[src/hw/rtl/ccc_pkg.sv]
`default_nettype none
package ccc_pkg;

   localparam int DefFractionBits = 16;
   localparam int SqStages = 16;   // two root bits per stage, 32 bits
   localparam int DvStages = 8;    // two quotient bits per stage, 16 bits
   localparam logic [15:0] NormOne = 16'd16384;

   typedef struct packed {
      logic [35:0] rem;
      logic [31:0] root;
   } sq_acc_type;

   typedef struct packed {
      logic        hit;
      logic        neg_x;
      logic        neg_y;
      logic [30:0] mag_x;
      logic [30:0] mag_y;
      logic [30:0] rsum;
   } sq_side_type;

   typedef struct packed {
      logic        hit;
      logic        neg_x;
      logic        neg_y;
      logic        small_dist;
      logic [30:0] depth;
   } dv_side_type;

   // one digit of the restoring square root
   function automatic sq_acc_type sq_step(sq_acc_type a, logic [1:0] pair);
      logic [35:0] r;
      logic [35:0] t;
      sq_acc_type  o;
      r = {a.rem[33:0], pair};
      t = {2'b00, a.root, 2'b01};
      if (r >= t) begin
         o.rem  = r - t;
         o.root = {a.root[30:0], 1'b1};
      end else begin
         o.rem  = r;
         o.root = {a.root[30:0], 1'b0};
      end
      return o;
   endfunction

   // one quotient bit: returns {bit, new remainder}
   function automatic logic [48:0] div_step(logic [47:0] rem, logic [47:0] dsh);
      logic [48:0] o;
      if (rem >= dsh) begin
         o = {1'b1, rem - dsh};
      end else begin
         o = {1'b0, rem};
      end
      return o;
   endfunction

endpackage
`default_nettype wire

[src/hw/rtl/ccc_sqrt.sv]
`default_nettype none
module ccc_sqrt (
   input  wire                      clock,
   input  wire                      reset,
   input  wire                      en,
   input  wire                      in_vld,
   input  wire [63:0]               in_rad,
   input  wire ccc_pkg::sq_side_type in_side,
   output logic                     out_vld,
   output logic [31:0]              out_root,
   output ccc_pkg::sq_side_type     out_side
);
   import ccc_pkg::*;

   logic        vld_ff  [SqStages];
   sq_acc_type  acc_ff  [SqStages];
   logic [63:0] bits_ff [SqStages];
   sq_side_type side_ff [SqStages];

   for (genvar g = 0; g < SqStages; g++) begin : g_st
      logic        vld_in;
      sq_acc_type  acc_in;
      sq_acc_type  acc_mid;
      sq_acc_type  acc_out;
      logic [63:0] bits_in;
      sq_side_type side_in;

      if (g == 0) begin : g_first
         assign vld_in  = in_vld;
         assign acc_in  = '0;
         assign bits_in = in_rad;
         assign side_in = in_side;
      end else begin : g_next
         assign vld_in  = vld_ff[g-1];
         assign acc_in  = acc_ff[g-1];
         assign bits_in = bits_ff[g-1];
         assign side_in = side_ff[g-1];
      end

      always_comb begin
         acc_mid = sq_step(acc_in, bits_in[63:62]);
         acc_out = sq_step(acc_mid, bits_in[61:60]);
      end

      always_ff @(posedge clock) begin
         if (reset) begin
            vld_ff[g] <= 1'b0;
         end else if (en) begin
            vld_ff[g] <= vld_in;
         end
      end

      always_ff @(posedge clock) begin
         if (en) begin
            acc_ff[g]  <= acc_out;
            bits_ff[g] <= {bits_in[59:0], 4'b0000};
            side_ff[g] <= side_in;
         end
      end
   end

   assign out_vld  = vld_ff[SqStages-1];
   assign out_root = acc_ff[SqStages-1].root;
   assign out_side = side_ff[SqStages-1];

endmodule
`default_nettype wire

[config.mk]
export PLATFORM = sky130hd
export DESIGN_NAME = ccc_sqrt
export DESIGN_NICKNAME = d
export VERILOG_FILES = /design/src/hw/rtl/ccc_pkg.sv /design/src/hw/rtl/ccc_sqrt.sv
export SDC_FILE = /design/constraint.sdc
export NUM_CORES = 2
export LEC_CHECK = 0
export BUFFER_PORTS_ARGS = -buffer_cell sky130_fd_sc_hd__buf_2
export CAP_MARGIN = 10
export CELL_PAD_IN_SITES_DETAIL_PLACEMENT = 1
export CELL_PAD_IN_SITES_GLOBAL_PLACEMENT = 1
export CORE_MARGIN = 2
export CORE_UTILIZATION = 54
export CTS_BUF_LIST = sky130_fd_sc_hd__clkbuf_4 sky130_fd_sc_hd__clkbuf_8
export DETAILED_ROUTE_END_ITERATION = 8
export PLACE_DENSITY = 0.82
export SYNTH_ARGS = -nofsm -noshare
export SYNTH_HDL_FRONTEND = slang
export SYNTH_SLANG_ARGS = --single-unit
[constraint.sdc]
create_clock -name clock -period 9.2 [get_ports clock]
set_input_delay 0 -clock clock [delete_from_list [all_inputs] [get_ports clock]]
set_output_delay 0 -clock clock [all_outputs]
set_load 0.05 [all_outputs]
==> run metrics <==
status complete, no violations; unrepaired setup endpoints after global routing false; DRT iter0 DRCs 6808; peak fanout along the critical path 29; register area share after synthesis 65.50%; CTS Buffer Depth 4; Final Hold Vio Count 0; fraction of layout cells with a size suffix above 1 11.65%; top_reg_cell synth edfxtp_1; Worst Path Required 9.97 ns; Post-synth ARST share 0%; P_sw 14.05 mW; pwr dens 278.9 mW/mm²; Avg Vias per Cell 5.944; internal power 26.47 mW; clk sinks 2791; setup ws final 1.525 ns; starting density of the core 54.35%; boundary pin count 293; Overflow after GRT 0; Gate Count Post-Synth 9595; Worst path slowest cell inv_1; clock network power share 27.9%; antenna violations before repair 4; worst path buffer plus inverter count 3; Tot Pwr 40.52 mW; Final HPWL DP 226400 µm; Rows 178; Root Driver clkbuf_8; GP Congestion 0.9480; vias in the first global route 88289; count of cell types in the netlist 113; Worst path max stage delay 0.67 ns; clk slew on worst S/H paths 0.07 ns; Comb power frac 30.5%; Syn Std Cell Area 0.1280 mm²; CTS Buf Count 443; CTS resizes 0; Crit Path Category reg -> reg; Sw Share 34.68%; Setup WS pre-CTS 1.597 ns; die height 490.8 µm; Seq pwr share 41.6%; leakage power 54.65 nW; number of max-cap violations 0; die width 490.8 µm; final setup fails 0; largest net degree at the start of global routing 196; Area Growth Syn to Fin 13.55%; Nets 11227; final worst path period share 83.42%; worst skew pair latency 1.13 ns; Post-synth EDFFs 2791; crit path DAT 8.44 ns; postcts setup bufs 0; fmax 130.3 MHz; # H-tree levels 5; post-route ant nets 0; CTS tree built; Slew headroom 15.71%; class of the worst hold path in -> reg; worst slew pin tran 1.251 ns; Die ar. 0.2409 mm²; core area 0.2354 mm²; Worst Skew 0.1445 ns; CP Launch Type flip-flop; Via Count 83159; Crit path max-delay family simple AND/OR/NAND/NOR gates; final core utilization 61.72%; final instance area 0.1453 mm²; total wire length 358200 µm; VDD IR max 0.0002235 V; FF+latch count, synth 2791; GRT Total Usage 29.32%; synth warn 0; CP endpoint kind flip-flop; drt wl/cell 25.60 µm; first-pass GRT wire length 543300 µm; Syn Area/Cell 13.34 µm²; worst path cell trace or4_1 -> nor3_1 -> nand3_1 -> or2_2 -> o22a_1 -> or2_2 -> inv_1 -> o21ai_0 -> ha_1 -> and4_1 -> nor3b_1 -> nor2b_1 -> nand3_1 -> o21bai_1 -> nor4b_1 -> and4_1 -> inv_1 -> buf_4 -> mux2_2; setup_tns 0 ns; IO Port Bufs 292; area of placed instances 0.1330 mm²; count of pins over their slew limit 0; Pre-antenna DRT Iters 5; Period minus WS final 7.675 ns; DRC viols 0
==> kinds of logic after synthesis <==
kind of cell	count (synthesis)	share of synthesized area (%)
AOI/OAI and AO/OA	2057	10.20
xor gates and xnor gates	786	5.403
adders and majority gates	558	5.456
buffers and inverters	708	2.209
DFF	2791	65.50
muxes	129	1.114
other	1	0.002931
and+or+nand+nor	2565	10.12
==> repair_timing <==
action                                  4_1_cts  5_1_grt
endpoints found under the hold margin      1022        0
endpoints found under the setup margin        0        0
hold buffers                                341        0
==> per-layer routing <==
metal,global-route usage [%],vias to the layer above,wire [µm]
met2,51.47,2674,181700
li1,-,38089,-
met3,3.677,798,15590
met4,11.49,4,14770
met5,0,-,25
met1,36.96,41594,146000
==> placed cells by master, fill, tap and decap left out, types with 64 or more instances in the layout <==
cell,n
o21a_1,89
clkinv_1,104
a21oi_1,711
mux2_2,107
xor2_1,255
nor3_1,204
nand2_1,602
nand2b_1,90
and3_1,69
dlygate4sd3_1,340
nand4_1,130
o21ai_0,382
o21bai_1,64
xnor2_1,529
a31oi_1,82
and2_1,72
clkbuf_8,444
edfxtp_1,2791
buf_2,291
nor4_1,110
nor2_1,678
nor2b_1,91
inv_1,467
or3_1,72
a21o_1,265
ha_1,558
nand3_1,168
clkbuf_4,111
==> cells in the mapped netlist, types with 54 or more instances <==
| cell | instances | share of area (%) |
|---|---|---|
| a21o_1 | 265 | 1.6 |
| o21bai_1 | 64 | 0.38 |
| and3_1 | 69 | 0.34 |
| nor2_1 | 678 | 2.0 |
| a31oi_1 | 82 | 0.40 |
| edfxtp_1 | 2791 | 66 |
| nand3_1 | 168 | 0.66 |
| mux2_2 | 107 | 0.94 |
| nor3_1 | 205 | 0.80 |
| and2_1 | 72 | 0.35 |
| o21a_1 | 89 | 0.52 |
| nand2_1 | 602 | 1.8 |
| o21ai_0 | 382 | 1.5 |
| xor2_1 | 255 | 1.7 |
| nor4_1 | 111 | 0.54 |
| clkbuf_1 | 160 | 0.47 |
| inv_1 | 467 | 1.4 |
| or2_2 | 54 | 0.26 |
| xnor2_1 | 529 | 3.6 |
| or3_1 | 72 | 0.35 |
| nand2b_1 | 90 | 0.44 |
| nor2b_1 | 91 | 0.44 |
| a21oi_1 | 712 | 2.8 |
| nand4_1 | 130 | 0.64 |
| ha_1 | 558 | 5.5 |
==> state kept, by name, summed over array words and instances, names as in the netlist <==
signal   count
side_ff   1536
bits_ff    480
acc_ff     759
vld_ff      16
==> metrics by stage <==
stage | hold WS (ns) | std cells
global placement | 0.1759 | 12868
floorplan | 0.09887 | 9597
global route | 0.02359 | 13989
detailed placement | 0.1783 | 12868
finish | 0.09781 | 13990
CTS | 0.004941 | 13987
==> tightest hold or removal path, stage by stage <==
cell	delay [ns]
dlygate4sd3_1	0.53
buf_2	0.10
dlygate4sd3_1	0.54
==> final timing paths <==
| check | cells after the start | slack (ns) | start | to |
|---|---|---|---|---|
| hold reg to reg | 0 | 0.31 | bits_ff[0][111]$_DFFE_PP_ | bits_ff[0][175]$_DFFE_PP_ |
| hold / removal | 3 | 0.1 | in_side[90] | side_ff[0][90]$_DFFE_PP_ |
| setup / recovery | 19 | 1.53 | acc_ff[1][54]$_DFFE_PP_ | acc_ff[1][106]$_DFFE_PP_ |
| setup reg to reg | 19 | 1.53 | acc_ff[1][54]$_DFFE_PP_ | acc_ff[1][106]$_DFFE_PP_ |
==> power by group through the flow <==
| stage | combinational (mW) | clock, mW | sequential [mW] |
|---|---|---|---|
| after floorplan | 8.60 | 0 | 16.6 |
| after global placement | 11.3 | 0 | 16.9 |
| after detailed placement | 11.7 | 0 | 17.0 |
| after CTS | 12.1 | 11.2 | 16.8 |
| after global routing | 13.5 | 11.9 | 17.0 |
| final | 12.4 | 11.3 | 16.9 |
==> cell type report <==
cell class,count,area (µm²)
Clock inverter,224,1888
Timing Repair Buffer,695,5535
Tap cell,3150,3941
Inverter,476,1799
Clock buffer,554,6937
Sequential cell,2791,83810
Multi-Input combinational cell,6098,41370
Fill cell,22862,90120
Antenna cell,2,5.005
(Power assumes the default switching activity.)
